[src/design/racu_pkg.sv]
// Shared types and constants for the recurrent affine byte cipher unit.
package racu_pkg;

	localparam int unsigned ADDR_W = 5;
	localparam int unsigned DATA_W = 32;

	// Register indexes, taken from paddr[4:2]
	localparam logic [2:0] REG_DECRYPT_MODE      = 3'd0;
	localparam logic [2:0] REG_FIRST_MULTIPLIER  = 3'd1;
	localparam logic [2:0] REG_FIRST_OFFSET      = 3'd2;
	localparam logic [2:0] REG_SECOND_MULTIPLIER = 3'd3;
	localparam logic [2:0] REG_SECOND_OFFSET     = 3'd4;

	// Byte position within a message
	localparam logic [1:0] POS_NONE   = 2'd0;
	localparam logic [1:0] POS_FIRST  = 2'd1;
	localparam logic [1:0] POS_SECOND = 2'd2;
	localparam logic [1:0] POS_LATER  = 2'd3;

	typedef enum logic [2:0] {
		ST_IDLE,
		ST_KEY,
		ST_TEST,
		ST_REFINE,
		ST_DATA
	} state_t;

	typedef struct packed {
		logic       decrypt_mode;
		logic [7:0] first_multiplier;
		logic [7:0] first_offset;
		logic [7:0] second_multiplier;
		logic [7:0] second_offset;
	} cfg_t;

endpackage

[src/design/racu_mul.sv]
// Shared 8-bit multiply-add unit, result modulo 256.
module racu_mul import racu_pkg::*; (
	input  logic [7:0] opa,
	input  logic [7:0] opb,
	input  logic [7:0] opc,
	output logic [7:0] prod
);

	logic [15:0] full;

	always_comb begin
		full = opa * opb;
		prod = full[7:0] + opc;
	end

endmodule

[src/design/racu_cfg.sv]
// APB register bank holding the key pairs and the mode bit.
module racu_cfg import racu_pkg::*; (
	input  logic              clk,
	input  logic              arst_n,
	input  logic              psel,
	input  logic              penable,
	input  logic              pwrite,
	input  logic [ADDR_W-1:0] paddr,
	input  logic [DATA_W-1:0] pwdata,
	output logic [DATA_W-1:0] prdata,
	output logic              pready,
	output cfg_t              cfg
);

	cfg_t       regs_q;
	logic       wr_en;
	logic [2:0] index;

	assign pready = 1'b1;
	assign index  = paddr[ADDR_W-1:2];
	assign wr_en  = psel && penable && pwrite;
	assign cfg    = regs_q;

	always_ff @(posedge clk or negedge arst_n) begin
		if (!arst_n) begin
			regs_q.decrypt_mode      <= 1'b0;
			regs_q.first_multiplier  <= 8'd1;
			regs_q.first_offset      <= 8'd0;
			regs_q.second_multiplier <= 8'd1;
			regs_q.second_offset     <= 8'd0;
		end else if (wr_en) begin
			case (index)
				REG_DECRYPT_MODE:      regs_q.decrypt_mode      <= pwdata[0];
				REG_FIRST_MULTIPLIER:  regs_q.first_multiplier  <= pwdata[7:0];
				REG_FIRST_OFFSET:      regs_q.first_offset      <= pwdata[7:0];
				REG_SECOND_MULTIPLIER: regs_q.second_multiplier <= pwdata[7:0];
				REG_SECOND_OFFSET:     regs_q.second_offset     <= pwdata[7:0];
				default: ;
			endcase
		end
	end

	always_comb begin
		case (index)
			REG_DECRYPT_MODE:      prdata = {{(DATA_W-1){1'b0}}, regs_q.decrypt_mode};
			REG_FIRST_MULTIPLIER:  prdata = {{(DATA_W-8){1'b0}}, regs_q.first_multiplier};
			REG_FIRST_OFFSET:      prdata = {{(DATA_W-8){1'b0}}, regs_q.first_offset};
			REG_SECOND_MULTIPLIER: prdata = {{(DATA_W-8){1'b0}}, regs_q.second_multiplier};
			REG_SECOND_OFFSET:     prdata = {{(DATA_W-8){1'b0}}, regs_q.second_offset};
			default:               prdata = '0;
		endcase
	end

endmodule

[src/design/recurrent_affine_byte_cipher_unit.sv]
// Recurrent affine byte cipher: key sequencer around one shared 8-bit multiplier.
//
//  channel | signals                                   | direction
//  --------+-------------------------------------------+----------
//  in      | in_valid, in_ready, data_byte, message_start | to block
//  out     | out_valid, out_ready, result_byte          | from block
//  cfg     | psel, penable, pwrite, paddr, pwdata, prdata, pready | APB
//
// Encrypting the first or second byte of a message runs idle then data; later bytes
// take a key step between them; decrypting adds two Newton steps of the inverse,
// each a test and a refine, before idle takes the next word. All products go through the one multiplier.
// Reset loads the register reset values at once; no clearing pass.
// The output register lets a new word enter while the last result waits;
// the final multiply step holds until that result is taken.
module recurrent_affine_byte_cipher_unit import racu_pkg::*; (
	input  logic              clk,
	input  logic              arst_n,
	input  logic              psel,
	input  logic              penable,
	input  logic              pwrite,
	input  logic [ADDR_W-1:0] paddr,
	input  logic [DATA_W-1:0] pwdata,
	output logic [DATA_W-1:0] prdata,
	output logic              pready,
	input  logic              in_valid,
	output logic              in_ready,
	input  logic [7:0]        data_byte,
	input  logic              message_start,
	output logic              out_valid,
	input  logic              out_ready,
	output logic [7:0]        result_byte
);

	cfg_t       cfg;
	state_t     state_q, state_d;
	logic [1:0] pos_q;
	logic [7:0] older_mul_q, older_off_q, newer_mul_q, newer_off_q;
	logic [7:0] a_q, b_q, inv_q, t_q, x_q, result_q;
	logic       iter_q, out_valid_q;
	logic [7:0] opa, opb, opc, prod;
	logic [7:0] first_mul, second_mul;
	logic       in_acc, load_out, is_first;

	racu_cfg u_cfg (
		.clk    (clk),
		.arst_n (arst_n),
		.psel   (psel),
		.penable(penable),
		.pwrite (pwrite),
		.paddr  (paddr),
		.pwdata (pwdata),
		.prdata (prdata),
		.pready (pready),
		.cfg    (cfg)
	);

	racu_mul u_mul (
		.opa (opa),
		.opb (opb),
		.opc (opc),
		.prod(prod)
	);

	assign first_mul   = cfg.first_multiplier | 8'd1;
	assign second_mul  = cfg.second_multiplier | 8'd1;
	assign in_ready    = (state_q == ST_IDLE);
	assign in_acc      = in_valid && in_ready;
	assign load_out    = (state_q == ST_DATA) && (!out_valid_q || out_ready);
	assign is_first    = message_start || (pos_q inside {POS_NONE, POS_FIRST});
	assign out_valid   = out_valid_q;
	assign result_byte = result_q;

	always_ff @(posedge clk or negedge arst_n) begin
		if (!arst_n) begin
			state_q <= ST_IDLE;
		end else begin
			state_q <= state_d;
		end
	end

	// Next state and multiplier operand select
	always_comb begin
		state_d = state_q;
		opa     = 8'd0;
		opb     = 8'd0;
		opc     = 8'd0;
		case (state_q)
			ST_IDLE: begin
				if (in_acc) begin
					if (is_first || pos_q == POS_SECOND) begin
						state_d = cfg.decrypt_mode ? ST_TEST : ST_DATA;
					end else begin
						state_d = ST_KEY;
					end
				end
			end
			ST_KEY: begin
				opa     = older_mul_q;
				opb     = newer_mul_q;
				state_d = cfg.decrypt_mode ? ST_TEST : ST_DATA;
			end
			ST_TEST: begin
				opa     = a_q;
				opb     = inv_q;
				state_d = ST_REFINE;
			end
			ST_REFINE: begin
				opa     = inv_q;
				opb     = 8'd2 - t_q;
				state_d = iter_q ? ST_DATA : ST_TEST;
			end
			ST_DATA: begin
				if (cfg.decrypt_mode) begin
					opa = inv_q;
					opb = x_q - b_q;
				end else begin
					opa = a_q;
					opb = x_q;
					opc = b_q;
				end
				if (load_out) begin
					state_d = ST_IDLE;
				end
			end
			default: state_d = ST_IDLE;
		endcase
	end

	// Key sequence state
	always_ff @(posedge clk or negedge arst_n) begin
		if (!arst_n) begin
			pos_q       <= POS_FIRST;
			older_mul_q <= 8'd0;
			older_off_q <= 8'd0;
			newer_mul_q <= 8'd0;
			newer_off_q <= 8'd0;
		end else if (in_acc) begin
			if (is_first) begin
				newer_mul_q <= first_mul;
				newer_off_q <= cfg.first_offset;
				pos_q       <= POS_SECOND;
			end else if (pos_q == POS_SECOND) begin
				older_mul_q <= first_mul;
				older_off_q <= cfg.first_offset;
				newer_mul_q <= second_mul;
				newer_off_q <= cfg.second_offset;
				pos_q       <= POS_LATER;
			end
		end else if (state_q == ST_KEY) begin
			older_mul_q <= newer_mul_q;
			older_off_q <= newer_off_q;
			newer_mul_q <= prod;
			newer_off_q <= older_off_q + newer_off_q;
		end
	end

	// Working registers for the current word
	always_ff @(posedge clk) begin
		case (state_q)
			ST_IDLE: begin
				iter_q <= 1'b0;
				if (in_acc) begin
					x_q <= data_byte;
					if (is_first) begin
						a_q   <= first_mul;
						inv_q <= first_mul;
						b_q   <= cfg.first_offset;
					end else if (pos_q == POS_SECOND) begin
						a_q   <= second_mul;
						inv_q <= second_mul;
						b_q   <= cfg.second_offset;
					end
				end
			end
			ST_KEY: begin
				a_q   <= prod;
				inv_q <= prod;
				b_q   <= older_off_q + newer_off_q;
			end
			ST_TEST:   t_q <= prod;
			ST_REFINE: begin
				inv_q  <= prod;
				iter_q <= ~iter_q;
			end
			ST_DATA: begin
				if (load_out) begin
					result_q <= prod;
				end
			end
			default: ;
		endcase
	end

	always_ff @(posedge clk or negedge arst_n) begin
		if (!arst_n) begin
			out_valid_q <= 1'b0;
		end else if (load_out) begin
			out_valid_q <= 1'b1;
		end else if (out_ready) begin
			out_valid_q <= 1'b0;
		end
	end

`ifndef ASSERT_OFF
	a_pos_nonzero: assert property (@(posedge clk) disable iff (!arst_n)
		pos_q != POS_NONE)
		else $error("byte position reached zero");

	a_busy_after_accept: assert property (@(posedge clk) disable iff (!arst_n)
		in_acc |=> !in_ready)
		else $error("ready right after accepting a word");

	a_multiplier_odd: assert property (@(posedge clk) disable iff (!arst_n)
		(state_q == ST_TEST || state_q == ST_DATA) |-> a_q[0])
		else $error("even multiplier key in use");

	a_inverse_ok: assert property (@(posedge clk) disable iff (!arst_n)
		(state_q == ST_DATA && cfg.decrypt_mode) |-> (8'(a_q * inv_q) == 8'd1))
		else $error("multiplier inverse wrong at data step");
`endif

endmodule

[config.mk]
export PLATFORM = sky130hd
export DESIGN_NAME = recurrent_affine_byte_cipher_unit
export DESIGN_NICKNAME = d
export VERILOG_FILES = /design/src/design/racu_pkg.sv /design/src/design/racu_mul.sv /design/src/design/racu_cfg.sv /design/src/design/recurrent_affine_byte_cipher_unit.sv
export SDC_FILE = /design/constraint.sdc
export NUM_CORES = 1
export LEC_CHECK = 0
export ABC_AREA = 1
export ABC_CLOCK_PERIOD_IN_PS = 6900
export BUFFER_PORTS_ARGS = -buffer_cell sky130_fd_sc_hd__buf_2
export CAP_MARGIN = 20
export CORE_MARGIN = 1.5
export CORE_UTILIZATION = 40
export CTS_CLUSTER_DIAMETER = 200
export CTS_CLUSTER_SIZE = 12
export DETAILED_ROUTE_END_ITERATION = 16
export GPL_TIMING_DRIVEN = 1
export SYNTH_ARGS = -nofsm -noshare
export SYNTH_HDL_FRONTEND = slang
export SYNTH_HIERARCHICAL = 1
export SYNTH_SLANG_ARGS = --single-unit
[constraint.sdc]
create_clock -name clk -period 6.9 [get_ports clk]
set_clock_uncertainty 0.1 [all_clocks]
set_input_delay 1.035 -clock clk [delete_from_list [all_inputs] [get_ports clk]]
set_output_delay 1.035 -clock clk [all_outputs]
set_load 0.01 [all_outputs]
==> reports/metrics.csv, run 1 <==
stage,metric,value,unit
route,drc violations,0,
place,Detailed Place HPWL,15.8,mm
place,Buffers on Ports,44,
die,core box area,20400,sq um
flow_run,Max Cap Viol,0,
route,DRT Pass-1 Iters,6,
timing,ratio of final minimum period to clock period,83.4,%
die,Die Ht,148,microns
timing,RSZ-0062 raised after global routing,no,
synthesis,Post-synth ARST share,59.2,%
synthesis,Ys Warns,6,
global_route,grt total ovfl,0,
critical_path,largest delay contributor family on the critical path,adder cells,
timing,Hold Fails Final Rpt,0,
die,die footprint,21800,sq um
place,placer congestion estimate,0.924,
hold_path,Worst Hold Launch,u_cfg/cfg[8],
critical_path,WP data required,7080,ps
synthesis,"FF+latch count, synth",120,
layout,layout cells sized above 1,12.4,%
synthesis,Post-synth EDFFs,49,
critical_path,Worst Setup SP,x_q[0],
synthesis,Mean Syn Cell Area,7.61,sq um
critical_path,nature of the critical path startpoint,flip-flop,
synthesis,sequential element share of the synthesized area,38.8,%
global_route,largest net degree at the start of global routing,72,
critical_path,CP max FO,5,
cts,CTS max path bufs,2,
global_route,vias in the first global route,6753,
place,post-place setup slack,1140,ps
cts,CTS resizes,0,
die,row count,52,
critical_path,Worst Path Buf+Inv,7,
place,dpl cells,1388,
route,total routed wirelength,21.2,mm
critical_path,Crit. End Element,flip-flop,
critical_path,R2R depth,30,
layout,Final nets,1242,
critical_path,crit path DAT,5930,ps
timing,post-layout min period,5760,ps
hold_path,hold crit path type,flip-flop to flip-flop,
cts,Sink Count,120,
critical_path,R2R Setup Slk,1140,ps
synthesis,Synth top cells by count,"nand2_1 (356), inv_1 (139), o21ai_0 (97), nand3_1 (86), dfrtp_1 (68)",
timing,"Setup violations, final",0,
route,First DRT Iteration DRCs,418,
critical_path,Worst path max stage delay,560,ps
global_route,first-pass GRT wire length,34.5,mm
layout,Non-Filler Instances,1420,
route,vias per cell,5.05,
die,initial core utilization,41.1,%
pwr,peak supply drop,0.177,mV
cts,Post-CTS Setup Bufs,0,
timing,worst slew pin tran,924,ps
synthesis,top-count cell post-synth,nand2_1,
synthesis,Mapped Cells,1100,
layout,n_diodes,0,
cts,Post-CTS Hold Buffers,0,
cts,Num CTS Buffers,17,
cts,clk_lat worst skew,420,ps
critical_path,Crit-path slowest cell,fa_1,
synthesis,Netlist cell types,40,
synthesis,prevailing post-synth register cell,dfrtp_1,
die,I/O pin total,96,
hold_path,Hold Path Sink,u_cfg/cfg[8],
outcome,status,"finished, final reports clean",
cts,H-tree level count,4,
timing,Slew HR,38.4,%
timing,Achievable Freq,0.174,GHz
global_route,GRT Total Usage,20.2,%
synthesis,leading area contributor after synthesis,dfrtp_1,
die,Die X,148,microns
timing,Slew Limit Fails,0,
layout,Layout area overhead,11.0,%
pwr,pwr/cell area,408,nW/um^2
route,via count,7172,
route,final antenna-violating net count,0,
cts,TritonCTS clock tree,built,
cts,Root Driver,clkbuf_16,
synthesis,Post-Syn Area,8370,sq um
pwr,Power Total,3790,uW
timing,Setup WS post-layout,1140,ps
cts,clk slew on worst S/H paths,60,ps
critical_path,reg2reg start,x_q[0],
route,DR WL/cell,14.9,microns
critical_path,CP most frequent cell,nand2_1,
synthesis,"top cells by area, synth","dfrtp_1 (20%), edfxtp_1 (18%), nand2_1 (16%)",
pwr,Pleak,0.00458,uW
critical_path,Worst Setup Path Type,flip-flop to flip-flop,
synthesis,top-area cell type share of the netlist area,20.3,%
timing,setup_tns,0,ps
hold_path,Hold Crit Depth,2,
critical_path,reg-to-reg endpoint,newer_mul_q[7],
global_route,initial antenna violation count,0,
-- cell type report --
type,count,area (sq um)
Clock inverter,14,144
Timing Repair Buffer,54,295
Tap cell,270,338
Clock buffer,18,429
Fill cell,2048,11100
Inverter,151,567
Multi-Input combinational cell,793,4260
Sequential cell,120,3250
-- cells in the final DEF (no fill, tap or decap), types with 4 or more instances in the layout --
cell type | netlist | routed
o21ai_0 | 97 | 97
o21ai_1 | 5 | 5
nor2_1 | 45 | 45
clkinv_1 | 6 | 6
dfrtp_1 | 68 | 68
conb_1 | 2 | 25
fa_1 | 20 | 20
inv_2 | 6 | 6
nand3_1 | 86 | 86
clkbuf_16 | 0 | 17
edfxtp_1 | 49 | 49
a21oi_1 | 16 | 16
xor2_1 | 4 | 4
nand2_2 | 22 | 22
inv_1 | 139 | 139
nand4_1 | 27 | 27
buf_4 | 28 | 10
clkinv_4 | 0 | 6
buf_2 | 14 | 44
a22oi_1 | 9 | 9
xnor2_1 | 5 | 5
nand2_1 | 356 | 356
nor2_4 | 7 | 7
or2_2 | 9 | 9
o211ai_1 | 4 | 4
ha_1 | 32 | 32
-- per-layer routing --
metal	part of all wire [%]	global-route usage, %
met5	0	0
met4	1.9	5.90
met3	5.8	3.89
met2	46	32.9
met1	46	27.4
-- worst max-delay path by stage --
stage                      to  cells past startpoint
5_1_grt        newer_mul_q[7]                     30
4_1_cts        newer_mul_q[7]                     30
6_report       newer_mul_q[7]                     30
3_3_place_gp   newer_mul_q[7]                     30
3_5_place_dp   newer_mul_q[7]                     30
2_1_floorplan          a_q[7]                     27
-- through the flow --
step / utilization [%] / cell area, sq um / hold WS (ps)
6_report: 45.6 / 9290 / 370
5_1_grt: 45.6 / 9290 / 407
4_1_cts: 45.6 / 9290 / 371
3_5_place_dp: 42.8 / 8720 / 361
3_3_place_gp: 42.8 / 8720 / 355
2_1_floorplan: - / 8460 / 340
-- power breakdown --
| group | internal (uW) | switching (uW) |
|---|---|---|
| logic | 545 | 1140 |
| clock network | 505 | 354 |
| registers | 1070 | 163 |
-- worst reg2reg max path, delay by kind of cell, from the launching register on --
kind | cells | cell delay [ps]
adder cells (fa/ha/maj) | 7 | 2720
AO/OA/AOI/OAI | 5 | 950
AND/OR/NAND/NOR | 11 | 860
buffers and inverters | 7 | 550
flip-flops | 1 | 430
-- state kept, by name (all words and copies together), names as in the netlist --
signal       cells
pos_q            2
t_q              8
older_mul_q      8
a_q              8
out_valid        1
inv_q            8
u_cfg/cfg       33
x_q              8
newer_off_q      8
iter_q           1
result_byte      8
newer_mul_q      8
b_q              8
older_off_q      8
state_q          3
-- kinds of logic after synthesis --
kind of cell / after synthesis / synth area share, %
and+or+nand+nor: 567 / 30.3
other: 2 / 0.0897
DFF: 120 / 38.8
xor gates and xnor gates: 9 / 0.942
adders and majority gates: 52 / 9.57
muxes: 1 / 0.120
buffers and inverters: 210 / 11.2
AOI/OAI and AO/OA: 139 / 8.89
No activity file was read; power rests on OpenSTA's default activity.
==> inputs of run 2 (changes only) <==
ABC_AREA = 0   (was 1)
ABC_CLOCK_PERIOD_IN_PS = 4700   (was 6900)
clock period = 4.7 ns   (was 6.9 ns; I/O delays follow)
==> run 2 against run 1 <==
Compared with the run above: global-route usage is 1.5 points lower; non-clock buffer count is 62 higher; critical endpoint unchanged; the flow now finishes with violations (setup timing); synthesized cell count is 28% lower; cell count is 18% lower; largest power group unchanged; sequential cell count stayed put; clock power is 46% higher; utilization is 4.2 points higher; hold slack worse by 62 ps; fmax is 12% higher; area after synthesis is 4.5% lower.
==> reports/metrics.csv, run 2 <==
stage,metric,value,unit
outcome,status,"finished, violations left",
outcome,failing checks,setup timing,
pwr,clock share of power,16.4,%
die,I/O pin total,96,
pwr,peak supply drop,0.364,mV
route,drc violations,0,
place,Buffers on Ports,44,
cts,CTS max path bufs,2,
layout,layout cells sized above 1,28.7,%
pwr,Comb power frac,59.1,%
critical_path,CP max FO,4,
global_route,GRT Total Usage,18.8,%
global_route,first-pass GRT wire length,29.7,mm
pwr,Net Sw Frac,40.7,%
timing,post-layout min period,5130,ps
die,die footprint,20900,sq um
timing,Setup WS post-layout,-426,ps
timing,setup_tns,-3230,ps
timing,Slew Limit Fails,0,
die,Die X,144,microns
timing,worst slew pin tran,931,ps
global_route,largest net degree at the start of global routing,72,
global_route,grt total ovfl,0,
synthesis,Post-Syn Area,8000,sq um
timing,Hold Fails Final Rpt,0,
cts,Root Driver,clkbuf_16,
place,placer congestion estimate,0.906,
layout,"commonest non-fill, non-tap cells in the layout","nand2_1 (77), dfrtp_1 (68), buf_4 (62)",
synthesis,Post-synth ARST share,59.2,%
critical_path,crit path DAT,5370,ps
cts,H-tree level count,4,
synthesis,sequential element share of the synthesized area,40.7,%
synthesis,Mapped Cells,796,
synthesis,top-count cell post-synth,nand2_1,
timing,ratio of final minimum period to clock period,109,%
synthesis,top-area cell type share of the netlist area,21.3,%
synthesis,prevailing post-synth register cell,dfrtp_1,
hold_path,hold crit path type,primary input to asynchronous set/reset pin,
critical_path,WP data required,4950,ps
synthesis,Ys Warns,6,
synthesis,Post-synth EDFFs,49,
cts,Num CTS Buffers,17,
pwr,Int Power,4530,uW
cts,clk slew on worst S/H paths,60,ps
pwr,Switch Pwr,3120,uW
route,final antenna-violating net count,0,
flow_run,Max Cap Viol,0,
layout,register area,3250,sq um
global_route,initial antenna violation count,0,
route,total routed wirelength,18.4,mm
timing,Achievable Freq,0.195,GHz
die,initial core utilization,41.0,%
layout,Filler cells,1806,
synthesis,Synth top cells by count,"nand2_1 (79), dfrtp_1 (68), inv_1 (60), a21oi_1 (53), edfxtp_1 (49)",
timing,RSZ-0062 raised after global routing,yes,
layout,Layout area overhead,21.6,%
place,Detailed Place HPWL,13.9,mm
synthesis,"FF+latch count, synth",120,
synthesis,Netlist cell types,69,
route,via count,5821,
place,area of placed instances,8900,sq um
route,First DRT Iteration DRCs,331,
cts,TritonCTS clock tree,built,
synthesis,leading area contributor after synthesis,dfrtp_1,
die,core box area,19500,sq um
place,post-place setup slack,-574,ps
timing,hold slack,308,ps
die,Die Ht,144,microns
critical_path,Worst Setup Path Type,flip-flop to flip-flop,
route,DRT Pass-1 Iters,4,
pwr,sequential share of power,24.5,%
route,vias per cell,5.00,
route,DR WL/cell,15.8,microns
synthesis,Mean Syn Cell Area,10.0,sq um
layout,flip-flop count of the largest register after layout,33,
global_route,vias in the first global route,5670,
pwr,Pleak,0.00427,uW
cts,clk_lat worst skew,420,ps
timing,Slew HR,37.9,%
pwr,pwr/cell area,786,nW/um^2
layout,fin area,9720,sq um
layout,n_diodes,0,
die,row count,51,
synthesis,"top cells by area, synth","dfrtp_1 (21%), edfxtp_1 (18%), mux2i_1 (5.9%)",
cts,Sink Count,120,
layout,"most common cell after layout, fill and taps aside",nand2_1,
critical_path,nature of the critical path startpoint,flip-flop,
critical_path,Crit. End Element,flip-flop,
layout,Final nets,993,
critical_path,R2R Setup Slk,-430,ps
timing,"Setup violations, final",11,
layout,area taken by multi-input logic gates,4490,sq um
## run 2: changes by cell type in the layout (fill, tap and decap cells not counted), moves of 17 or more
cell	before	now
mux2i_1	1	47
xnor2_1	5	22
a21oi_1	16	46
mux2_2	0	37
buf_4	10	62
o21ai_0	97	31
nand2_1	356	77
inv_1	139	52
nand3_1	86	4
nand4_1	27	1
nand2_2	22	5
## run 2: final timing paths
path | start | to | cells past startpoint
worst max-delay path | x_q[0] | newer_mul_q[7] | 24
max in group asynchronous | arst_n | newer_mul_q[4] | 1
worst max register to register | x_q[0] | newer_mul_q[7] | 24
worst min-delay path | arst_n | u_cfg/cfg[32] | 1
min in group clk | data_byte[1] | x_q[1] | 1
worst min register to register | older_mul_q[4] | older_mul_q[4] | 2
## run 2: cells by family after synthesis
family	Yosys count	synth area share (%)
xor gates and xnor gates	34	3.99
muxes	85	11.2
AOI/OAI and AO/OA	165	12.7
and+or+nand+nor	211	13.5
other	2	0.0939
buffers and inverters	127	7.87
adders and majority gates	52	10.0
DFF	120	40.7
## run 2: per-stage QoR
stage	total power [uW]	cells	utilization, %
2_1_floorplan	4380	819	-
3_3_place_gp	5770	1129	45.5
3_5_place_dp	5840	1130	45.6
4_1_cts	7430	1161	49.3
5_1_grt	8240	1165	49.8
6_report	7650	1165	49.8
## run 2: power groups by stage
| stage | clock network (uW) | registers (uW) | logic, uW |
|---|---|---|---|
| 3_3_place_gp | 0 | 1880 | 3890 |
| 2_1_floorplan | 0 | 1820 | 2560 |
| 5_1_grt | 1320 | 1930 | 5000 |
| 6_report | 1250 | 1870 | 4520 |
| 3_5_place_dp | 0 | 1890 | 3950 |
| 4_1_cts | 1280 | 1880 | 4270 |
## run 2: area by class of cell
cell class | count | area share [%]
Tap cell | 265 | 3.41
Clock buffer | 21 | 4.85
Sequential cell | 120 | 33.4
Timing Repair Buffer | 116 | 8.83
Inverter | 61 | 2.38
Clock inverter | 10 | 0.952
Multi-Input combinational cell | 572 | 46.1
## run 2: per-layer routing
layer  GRT usage, %  wire length, microns  vias to the layer above  part of all wire [%]
li1               -                     -                     2912                     -
met3           3.61                   599                       27                   3.3
met4           7.66                   577                        0                   3.1
met5              0                     0                        -                     0
met1           25.6                  8720                     2763                    47
met2           29.3                  8520                      119                    46
## run 2: timing repair
item,in CTS,in global routing
setup buffers,3,3
cloned,0,0
resized for setup,27,16
endpoints found under the setup margin,16,20
pin swaps,28,14
hold buffers,0,0
## run 2: critical path, cell delays in order (launching register included)
cell      delay [ps]
edfxtp_1         380
inv_1             70
ha_2             170
inv_2             40
fa_2             360
a21o_1           180
a21oi_2          160
xnor2_1           80
mux2i_1          240
o22ai_2          150
and2_4           170
fa_2             340
fa_1             450
ha_1             300
inv_2             40
fa_1             480
inv_2             50
ha_4             210
a21o_1           180
a21oi_4          200
xnor2_4          100
xnor2_4          270
buf_4            170
a21oi_2           40
o21ai_1          120
